--- src/rtl/flsa_pkg.sv ---
`timescale 1ns / 1ps
`default_nettype none
// ----------------------------------------------------------------------------
// flsa_pkg
// Shared types and constants of the free-list slot allocator: field widths,
// operation and status codes, register indexes and the command and status
// groups between controller and datapath.
// ----------------------------------------------------------------------------
package flsa_pkg;

   // field widths
   localparam int ADDR_W     = 32;
   localparam int SIZE_W     = 16;
   localparam int CAP_W      = 11;
   localparam int SLOT_IDX_W = 10;
   localparam int STATUS_W   = 3;
   localparam int FREE_W     = 11;
   localparam int FUNC_W     = 2;
   localparam int CSR_IDX_W  = 2;

   // register reset values
   localparam logic [ADDR_W-1:0] BASE_RESET = 32'd0;
   localparam logic [SIZE_W-1:0] SIZE_RESET = 16'd1;
   localparam logic [CAP_W-1:0]  CAP_RESET  = 11'd1024;

   // register indexes
   localparam logic [CSR_IDX_W-1:0] CSR_BASE_ADDRESS  = 2'd0;
   localparam logic [CSR_IDX_W-1:0] CSR_SLOT_SIZE     = 2'd1;
   localparam logic [CSR_IDX_W-1:0] CSR_POOL_CAPACITY = 2'd2;

   typedef enum logic [FUNC_W-1:0] {
      FUNC_ACQUIRE    = 2'd0,
      FUNC_RELEASE    = 2'd1,
      FUNC_RESET_POOL = 2'd2,
      FUNC_NOP        = 2'd3
   } func_type;

   typedef enum logic [STATUS_W-1:0] {
      ST_OK       = 3'd0,
      ST_EMPTY    = 3'd1,
      ST_BELOW    = 3'd2,
      ST_MISALIGN = 3'd3,
      ST_RANGE    = 3'd4,
      ST_FULL     = 3'd5
   } status_type;

   // controller to datapath
   typedef struct packed {
      logic capture;     // take the accepted item
      logic acq_read;    // read top of stack
      logic acq_mul;     // pick index, multiply by element size
      logic acq_commit;  // pop and stage the address
      logic set_empty;   // stage an empty report
      logic set_nop;     // stage a plain ok
      logic refill;      // refill the pool
      logic div_start;   // start the offset division
      logic rel_commit;  // check release and push
      logic emit;        // move staged result to the output register
   } flsa_cmd_type;

   // datapath to controller
   typedef struct packed {
      func_type func;
      logic     count_zero;
      logic     div_done;
      logic     out_free;
   } flsa_stat_type;

endpackage : flsa_pkg
`default_nettype wire

--- src/rtl/flsa_ctrl.sv ---
`timescale 1ns / 1ps
`default_nettype none
// ----------------------------------------------------------------------------
// flsa_ctrl
// Controller state machine: takes one item at a time, steps the datapath
// through acquire, release, refill or no-op and hands the result to the
// output register.
// ----------------------------------------------------------------------------
module flsa_ctrl
   import flsa_pkg::*;
(
   input  wire logic          clock,
   input  wire logic          reset,
   input  wire logic          req_valid,
   output logic               req_stall,
   output flsa_cmd_type       cmd,
   input  wire flsa_stat_type stat
);

   typedef enum logic [2:0] {
      S_IDLE,
      S_DECODE,
      S_ACQ_MUL,
      S_ACQ_ADD,
      S_REL_WAIT,
      S_FINISH
   } state_type;

   state_type state_ff, state_in;
   logic      req_stall_ff;

   // next state and commands
   always_comb begin
      state_in = state_ff;
      cmd      = '0;
      unique case (state_ff)
         S_IDLE: begin
            if (req_valid) begin
               cmd.capture = 1'b1;
               state_in    = S_DECODE;
            end
         end
         S_DECODE: begin
            unique case (stat.func)
               FUNC_ACQUIRE: begin
                  if (stat.count_zero) begin
                     cmd.set_empty = 1'b1;
                     state_in      = S_FINISH;
                  end else begin
                     cmd.acq_read = 1'b1;
                     state_in     = S_ACQ_MUL;
                  end
               end
               FUNC_RELEASE: begin
                  cmd.div_start = 1'b1;
                  state_in      = S_REL_WAIT;
               end
               FUNC_RESET_POOL: begin
                  cmd.refill = 1'b1;
                  state_in   = S_FINISH;
               end
               FUNC_NOP: begin
                  cmd.set_nop = 1'b1;
                  state_in    = S_FINISH;
               end
            endcase
         end
         S_ACQ_MUL: begin
            cmd.acq_mul = 1'b1;
            state_in    = S_ACQ_ADD;
         end
         S_ACQ_ADD: begin
            cmd.acq_commit = 1'b1;
            state_in       = S_FINISH;
         end
         S_REL_WAIT: begin
            if (stat.div_done) begin
               cmd.rel_commit = 1'b1;
               state_in       = S_FINISH;
            end
         end
         S_FINISH: begin
            if (stat.out_free) begin
               cmd.emit = 1'b1;
               state_in = S_IDLE;
            end
         end
         default: state_in = S_IDLE;
      endcase
   end

   // state and registered stall
   always_ff @(posedge clock) begin
      if (reset) begin
         state_ff     <= S_IDLE;
         req_stall_ff <= 1'b0;
      end else begin
         state_ff     <= state_in;
         req_stall_ff <= (state_in != S_IDLE);
      end
   end

   assign req_stall = req_stall_ff;

endmodule : flsa_ctrl
`default_nettype wire

--- config.mk ---
export PLATFORM = sky130hd
export DESIGN_NAME = flsa_ctrl
export DESIGN_NICKNAME = d
export VERILOG_FILES = /design/src/rtl/flsa_pkg.sv /design/src/rtl/flsa_ctrl.sv
export SDC_FILE = /design/constraint.sdc
export NUM_CORES = 1
export LEC_CHECK = 0
export BUFFER_PORTS_ARGS = -buffer_cell sky130_fd_sc_hd__buf_2
export CORE_AREA = 10 10 47 49
export DETAILED_ROUTE_END_ITERATION = 12
export DIE_AREA = 0 0 57 59
export PLACE_DENSITY = 0.57
export SETUP_SLACK_MARGIN = 0.15
export SLEW_MARGIN = 15
export SYNTH_ARGS = -nofsm -noshare
export SYNTH_HDL_FRONTEND = slang
export SYNTH_SLANG_ARGS = --single-unit
export TNS_END_PERCENT = 10
--- constraint.sdc ---
create_clock -name clock -period 1.89 [get_ports clock]
set_input_delay 0.189 -clock clock [delete_from_list [all_inputs] [get_ports clock]]
set_output_delay 0.189 -clock clock [all_outputs]
set_load 0.03 [all_outputs]
== Word-level counts from Yosys, hierarchy flattened ==
Cells that the tools add are included.
Widths: inputs -> output; s select.

* Word-level logic and storage cells: 37
* Register bits: 4
* Output and inout bits: 11
* Input bits: 8

* Eq/ne operators: 8
* Reductions and logical operators: 4
* Muxes and demuxes: 23

{| class="wikitable"
|+ Operators by type and width
! operator !! number
|-
| $pmux 3 s6 || 1
|-
| $mux 1 || 16
|-
| $mux 3 || 4
|-
| $pmux 3 s3 || 1
|-
| $eq 3x2->1 const B || 2
|-
| $eq 3x3->1 const B || 2
|-
| $eq 2x2->1 const B || 2
|-
| $mux 4 || 1
|-
| $eq 3x1->1 const B || 1
|-
| $logic_not 3->1 || 1
|-
| $reduce_bool 3->1 || 1
|-
| $eq 2x1->1 const B || 1
|-
| $logic_not 2->1 || 1
|-
| $reduce_or 2->1 || 1
|}

== Longest topological paths before layout ==
Gate-level depths: netlist (run 1).

* Word-level depth: 5
* Gate-level depth with buffers: 4

== Worst setup path after synthesis (run 1) ==
Ideal clock, no wire load.

* Path kind: reg2out
* Start point: register state_ff[0]
* End point: output cmd[9] (netlist name)
* Stages on the path, launching flop included: 3
* Arrival: 1.556 ns
* Buffers on the path: 1
* Setup slack: 0.145 ns
* Required time: 1.701 ns
* Cell sequence: dfxtp_1 clkbuf_1 nor4b_1

{| class="wikitable"
|+ RTL lines
! element !! line !! RTL
|-
| start, declared || flsa_ctrl.sv:29 || <nowiki>state_type state_ff, state_in;</nowiki>
|-
| start signal, assigned || flsa_ctrl.sv:98 || <nowiki>state_ff <= state_in;</nowiki>
|-
| end, declared || flsa_ctrl.sv:16 || <nowiki>output flsa_cmd_type cmd,</nowiki>
|}

==> results.txt, run 1 <==
----------------------------------------------------
[Routing]
  Final routed wire length divided by cell count ... 12.33 um
  Drt via density ... 4.699
  Starting DRC count in detailed routing ... 4
  Detailed Routing Iterations Pass 1 ... 3
  Total detailed-routing wirelength ... 900 um
  Antenna violation net count after detailed routing ... 0
  Residual DRC ... 0
  Detailed-route via count ... about 340

[Placement]
  Number of port buffers ... 18
  Routability-driven placement congestion ratio ... about 0.77
  Detailed placer's ending HPWL ... 707.6 um

[Clocking]
  Number of levels the H-tree was split into ... 1
  Clock latency on the worst-skew pair ... 230 ps
  Clk slew on worst S/H paths ... 40 ps
  Longest Clk Path Bufs ... 2
  Root buffer cell ... sky130_fd_sc_hd__clkbuf_4
  TritonCTS clock tree ... done
  Number of buffers added by the clock tree synthesis step ... 3
  Number of clock sinks ... 4

[Timing]
  Worst rel slew slack ... 82.35%
  Max-slew violations ... 0
  Setup repair after global routing missed its margin ... no
  Highest achievable clock rate ... 621.7 MHz
  Worst Max-Slew Pin Slew ... 264.4 ps
  # setup viols final ... 0
  Fin crit period ... 1608 ps
  Total Neg Setup Slack ... 0 ps
  Setup clock skew after layout ... 1.329 ps
  Final Cycle Share ... 85.11%
  Final hold violation count ... 0

[Critical path]
  Crit path buf inv count ... 1
  Register-to-register path setup slack ... ~660 ps
  Slowest cell on crit path ... sky130_fd_sc_hd__dfxtp_2
  Worst Path Class, Setup ... reg2out
  Data required time of the worst path ... 1700 ps
  Nature of the critical path startpoint ... flop
  Kind of cell adding the most delay to the critical path ... simple AND/OR/NAND/NOR gates
  Cell breakdown of the critical path ... nor3b_4 -> nor4b_4 -> clkbuf_4
  Sort of element at the end of the critical path ... output pin
  Critical Path AT ... 1420 ps
  Longest individual stage delay on the worst path ... 380 ps
  Maximum fanout count along the critical path ... 11

[Global routing]
  Antenna violations before repair ... 0
  Maximum number of pins on one net before global-route repair ... 12
  Total global routing track utilization ... between 5 and 6%
  Wire length of the first global-routing pass ... approximately 1400 um
  Total overflow reported by the global router ... 0
  Number of global-route vias before repair ... 320

[Synth]
  Synthesized flop and latch total ... 4
  Post-synthesis instance area ... 307.8 um2
  Share of the synthesized area in the top cell type ... 26.02%
  Syn Inst Count ... 38
  Commonest cells post-synth ... sky130_fd_sc_hd__dfxtp_1 (4), sky130_fd_sc_hd__nand2_1 (4), sky130_fd_sc_hd__nor2_1 (3), sky130_fd_sc_hd__nor2b_1 (3), sky130_fd_sc_hd__nor3_1 (3)
  Number of distinct standard cells referenced by the synthesized netlist ... 22
  Number of flops mapped to enable cells by yosys ... 0
  Leading cell types by total area after synthesis ... sky130_fd_sc_hd__dfxtp_1 (26%), sky130_fd_sc_hd__nor3b_2 (8.1%), sky130_fd_sc_hd__nor2b_1 (6.1%)
  Ys async rst share ... 0%
  Syn avg cell area ... 8.100 um2
  Post-Syn Nets ... 46
  Cell taking the most area after synthesis ... sky130_fd_sc_hd__dfxtp_1
  Yosys synthesis warning count ... 0
  Dominant register cell in the synthesized netlist ... sky130_fd_sc_hd__dfxtp_1
  Sequential area share after synthesis ... 26.02%

[Floorplan]
  Initial core utilization ... 21.96%
  Die Span Y ... between 50 and 60 um
  Top-level I/O count ... 19
  Core Rows ... 14
  Die area ... 3363 um2
  Std-Cell Core Area ... 1401 um2
  Die Width ... 57 um

[Power and ir drop]
  Total power ... 0.3839 mW
  Lkg Pwr ... 0.2209 nW
  Peak supply drop ... 0.2954 mV
  Power per unit of standard cell area ... between 800 and 900 nW/um2

[Final layout]
  Share of cells above drive strength 1 ... 50.88%
  Antenna cells ... 0
  Net count, final ... 67
  Growth of design area from synthesis to finish ... 47.56%

[Worst hold path]
  Worst Hold Class ... in2reg

[Job]
  Max Cap Violations ... 0

[Outcome]
  Run status ... completed

----------------------------------------------------
## layout make-up
cell class                 count  area [um2]
sequential                     4       82.58
clock buffer                   3       22.52
fill                         166       947.2
tap                           16       20.02
timing repair buffer          19       100.1
multi-input combinational     31       229.0
## worst paths after layout
check	startpoint	to	cells after the start
hold reg to reg	state_ff[2]$_SDFF_PP0_	state_ff[2]$_SDFF_PP0_	2
setup reg to reg	state_ff[1]$_SDFF_PP0_	state_ff[2]$_SDFF_PP0_	3
hold / removal	reset	state_ff[2]$_SDFF_PP0_	2
setup / recovery	state_ff[2]$_SDFF_PP0_	cmd[8]	3
## repair_timing
item | CTS | global route
endpoints found under the setup margin | 1 | 1
buffers inserted | 0 | 0
resized for setup | 1 | 4
gates cloned | 0 | 0
pin swaps | 0 | 1
hold endpoints to repair | 0 | 0
hold buffers | 0 | 0
## where the power goes
group | total, mW | switching (mW) | internal (mW) | leakage (nW)
Combinational | 0.162 | 0.0942 | 0.0674 | 0.173
Clock | 0.103 | 0.0317 | 0.0708 | 0.0138
Sequential | 0.120 | 0.0199 | 0.100 | 0.0339
## placed cells by master, fill, tap and decap left out
cell type                  netlist  final
sky130_fd_sc_hd__nor4b_2         1      1
sky130_fd_sc_hd__clkbuf_4        0      4
sky130_fd_sc_hd__a21oi_1         2      2
sky130_fd_sc_hd__o21ba_1         1      1
sky130_fd_sc_hd__and3b_2         1      1
sky130_fd_sc_hd__and3_1          1      1
sky130_fd_sc_hd__buf_4           0      1
sky130_fd_sc_hd__or4_1           1      1
sky130_fd_sc_hd__nor2_1          3      3
sky130_fd_sc_hd__o21ai_0         1      1
sky130_fd_sc_hd__nor4_1          1      1
sky130_fd_sc_hd__buf_2           1     17
sky130_fd_sc_hd__dfxtp_2         0      2
sky130_fd_sc_hd__nand2_1         4      4
sky130_fd_sc_hd__nor3b_1         2      2
sky130_fd_sc_hd__nor3b_4         0      1
sky130_fd_sc_hd__dfxtp_1         4      2
sky130_fd_sc_hd__nor2b_1         3      3
sky130_fd_sc_hd__nor3_1          3      3
sky130_fd_sc_hd__and3b_1         1      1
sky130_fd_sc_hd__o21ai_1         1      1
sky130_fd_sc_hd__nor4b_4         0      1
sky130_fd_sc_hd__o211ai_1        2      2
sky130_fd_sc_hd__nor3b_2         2      1
## routing by layer
| layer | vias up | track usage, % | wire (um) |
|---|---|---|---|
| li1 | 178 | - | - |
| met1 | 153 | 5.325 | 440 |
| met2 | 12 | 7.597 | 422 |
| met3 | 0 | 3.004 | 37 |
| met4 | 0 | 3.020 | 0 |
| met5 | - | 0 | 0 |
## sequential cells by signal, indices dropped and copies added, names as in the netlist
register	flops
req_stall	1
state_ff	3
## cell families (layout without fill, tap and decap cells)
family | after synthesis | count (layout) | synth area share [%]
buf+inv | 3 | 22 | 6.501
flops | 4 | 4 | 26.02
simple gates | 24 | 24 | 52.84
compound gates | 7 | 7 | 14.63
## metrics by stage
stage               worst slack (ps)  instances  cell area [um2]  utilization (%)  hold slack (ps)
floorplan                      244.6         38            314.1                -            268.3
global placement               432.5         70            411.6            29.38            457.6
detailed placement             398.0         70            411.6            29.38            452.1
CTS                            171.1         73            440.4            31.43            203.2
global route                   205.3         73            454.2            32.41            204.4
finish                         281.5         73            454.2            32.41            205.3
Power figures use the tool's default switching activity.
==> run 2: changes to the inputs <==
--- a/config.mk
+++ b/config.mk
@@ -9,7 +9,6 @@
 export CORE_AREA = 10 10 47 49
 export DETAILED_ROUTE_END_ITERATION = 12
 export DIE_AREA = 0 0 57 59
-export PLACE_DENSITY = 0.57
 export SETUP_SLACK_MARGIN = 0.15
 export SLEW_MARGIN = 15
 export SYNTH_ARGS = -nofsm -noshare
==> run 2 against run 1 <==
Clock skew decreased by 0.59 ps; critical path depth grew 1; final cell count up 1.4%; global-route usage increased by 0.87 points; clock power rose by 5%; critical path type unchanged.
==> results.txt, run 2 (same netlist as run 1, synthesis figures left out) <==
----------------------------------------------------
[Routing]
  Detailed-route via count ... 357 (+4.1%)
  Antenna violation net count after detailed routing ... 0 (unchanged)
  Residual DRC ... 0 (unchanged)
  Starting DRC count in detailed routing ... 6 (+2)
  Total detailed-routing wirelength ... 968 um (+7.6%)
  Drt via density ... 4.824 (+2.7%)
  Final routed wire length divided by cell count ... 13.08 um (+6.1%)
  Detailed Routing Iterations Pass 1 ... 2 (-1)

[Global routing]
  Antenna violations before repair ... 0 (unchanged)
  Total overflow reported by the global router ... 0 (unchanged)
  Total global routing track utilization ... 5.915% (+0.87 points)
  Number of global-route vias before repair ... 351 (+9.7%)
  Maximum number of pins on one net before global-route repair ... 12 (unchanged)
  Wire length of the first global-routing pass ... 1628 um (+19%)

[Clocking]
  Number of clock sinks ... 4 (unchanged)
  Number of levels the H-tree was split into ... 1 (unchanged)
  Root buffer cell ... sky130_fd_sc_hd__clkbuf_4
  Clock latency on the worst-skew pair ... 230 ps (about the same)
  Longest Clk Path Bufs ... 2 (unchanged)
  Number of buffers added by the clock tree synthesis step ... 3 (unchanged)
  Post-cts hold buffer count ... 0 (unchanged)
  TritonCTS clock tree ... done
  Clk slew on worst S/H paths ... 40 ps (about the same)

[Timing]
  Fin crit period ... 1638 ps (+29.95 ps)
  Highest achievable clock rate ... 610.3 MHz (-1.8%)
  Worst rel slew slack ... 70.66% (-12 points)
  # setup viols final ... 0 (unchanged)
  Total Neg Setup Slack ... 0 ps (unchanged)
  Final hold violation count ... 0 (unchanged)
  Worst Max-Slew Pin Slew ... 439.5 ps (+175.1 ps)
  Final Cycle Share ... 86.69% (+1.6 points)
  Setup clock skew after layout ... 0.7386 ps (-0.5902 ps)
  Max-slew violations ... 0 (unchanged)
  Setup repair after global routing missed its margin ... no

[Critical path]
  Reg2reg end ... state_ff[2]$_SDFF_PP0_
  Depth of the worst register-to-register path ... 3 (unchanged)
  Startpoint of the worst-slack reg-to-reg timing path ... state_ff[1]$_SDFF_PP0_
  Data required time of the worst path ... 1700 ps (about the same)
  Sort of element at the end of the critical path ... output pin
  Maximum fanout count along the critical path ... 11 (unchanged)
  Worst Path Class, Setup ... reg2out
  Register-to-register path setup slack ... 590 ps (-70 ps)
  Nature of the critical path startpoint ... flop
  Critical Path AT ... 1450 ps (+30 ps)

[Final layout]
  Final cell count without fillers ... 74 (+1.4%)
  Commonest cells after routing, fill and taps aside ... sky130_fd_sc_hd__buf_2 (18), sky130_fd_sc_hd__nand2_1 (4), sky130_fd_sc_hd__dfxtp_1 (4)
  Design Area, Final ... 456.7 um2 (+0.55%)
  Biggest register ... state_ff
  Fill cell total of the finished layout ... 164 (-1.2%)
  Antenna cells ... 0 (unchanged)
  Fin util ... 32.59% (+0.18 points)
  Flip-flop count of the largest register, all copies and words added ... 3 (unchanged)
  Most common cell after layout, fill and taps aside ... sky130_fd_sc_hd__buf_2
  Net count, final ... 68 (+1.5%)
  Share of cells above drive strength 1 ... 48.28% (-2.6 points)
  Growth of design area from synthesis to finish ... 48.37%

[Floorplan]
  Die Width ... 57 um (unchanged)
  Top-level I/O count ... 19 (unchanged)
  Die area ... 3363 um2 (unchanged)
  Std-Cell Core Area ... 1401 um2 (unchanged)
  Core Rows ... 14 (unchanged)
  Die Span Y ... 59 um (unchanged)
  Initial core utilization ... 21.96% (unchanged)

[Power and ir drop]
  Lkg Pwr ... 0.2259 nW (+2.3%)
  Peak supply drop ... 0.3188 mV (+7.9%)
  Total power ... 0.3971 mW (+3.4%)
  Power per unit of standard cell area ... 869.5 nW/um2 (+2.9%)

[Placement]
  Detailed placer's ending HPWL ... 763 um (+7.8%)
  Number of port buffers ... 18 (unchanged)
  Number of placed instances, taps included ... 70 (unchanged)
  Post-placement cell area ... 411.6 um2 (unchanged)
  Routability-driven placement congestion ratio ... 0.6850 (-11%)

[Worst hold path]
  Min-delay src ... reset
  Depth of the worst hold-timing path ... 2 (unchanged)
  Endpoint of the worst hold path ... state_ff[2]$_SDFF_PP0_
  Worst Hold Class ... in2reg

[Job]
  Max Cap Violations ... 0 (unchanged)

[Outcome]
  Run status ... completed

----------------------------------------------------
-- run 2: cell count changes in the layout (fill, tap and decap cells not counted), sizes merged --
cell    delta
buf        +2
clkbuf     -1
-- run 2: worst max path at each step --
stage                   to              startpoint  slack [ps]  cells after the start
floorplan           cmd[0]  state_ff[0]$_SDFF_PP0_         240                      3
global placement    cmd[8]  state_ff[1]$_SDFF_PP0_         460                      3
detailed placement  cmd[8]  state_ff[1]$_SDFF_PP0_         400                      3
CTS                 cmd[8]  state_ff[1]$_SDFF_PP0_         180                      3
global route        cmd[8]  state_ff[2]$_SDFF_PP0_         170                      3
finish              cmd[4]  state_ff[2]$_SDFF_PP0_         250                      4
-- run 2: area by class of cell --
cell class | instances | area (um2) | share of cell area [%]
Clock buffer | 3 | 22.52 | 4.932
Sequential cell | 4 | 80.08 | 17.53
Multi-Input combinational cell | 31 | 229.0 | 50.14
Tap cell | 16 | 20.02 | 4.384
Timing Repair Buffer | 20 | 105.1 | 23.01
-- run 2: power breakdown --
group / switching, mW / leakage [nW] / internal (mW)
clock network: 0.0366 / 0.0138 / 0.0712
registers: 0.0207 / 0.0331 / 0.0986
logic: 0.0969 / 0.179 / 0.0732
-- run 2: metrics by stage --
step | hold slack (ps) | worst slack (ps)
after floorplan | 268.3 | 244.6
after global placement | 461.9 | 462.6
after detailed placement | 452.9 | 398.3
after CTS | 213.6 | 182.3
after global routing | 236.5 | 173.1
final | 221.5 | 251.6
-- run 2: critical path, cell delays in order, from the launching register on --
cell and delay (ps):
sky130_fd_sc_hd__dfxtp_1 430, sky130_fd_sc_hd__nor3b_4 280, sky130_fd_sc_hd__buf_4 160, sky130_fd_sc_hd__and3_1 150, sky130_fd_sc_hd__buf_2 190
-- run 2: timing repair --
item,CTS,global route
resized for setup,1,1
setup endpoints to repair,1,1
endpoints found under the hold margin,0,0
cloned,0,0
setup buffers,0,1
pin swaps,0,1
-- run 2: routing by layer --
metal | wire (um) | GRT usage [%] | vias to the layer above
met5 | 0 | 0 | -
met3 | 69 | 2.790 | 0
met1 | 458 | 6.872 | 165
met4 | 0 | 3.020 | 0
li1 | - | - | 180
met2 | 440 | 8.837 | 12
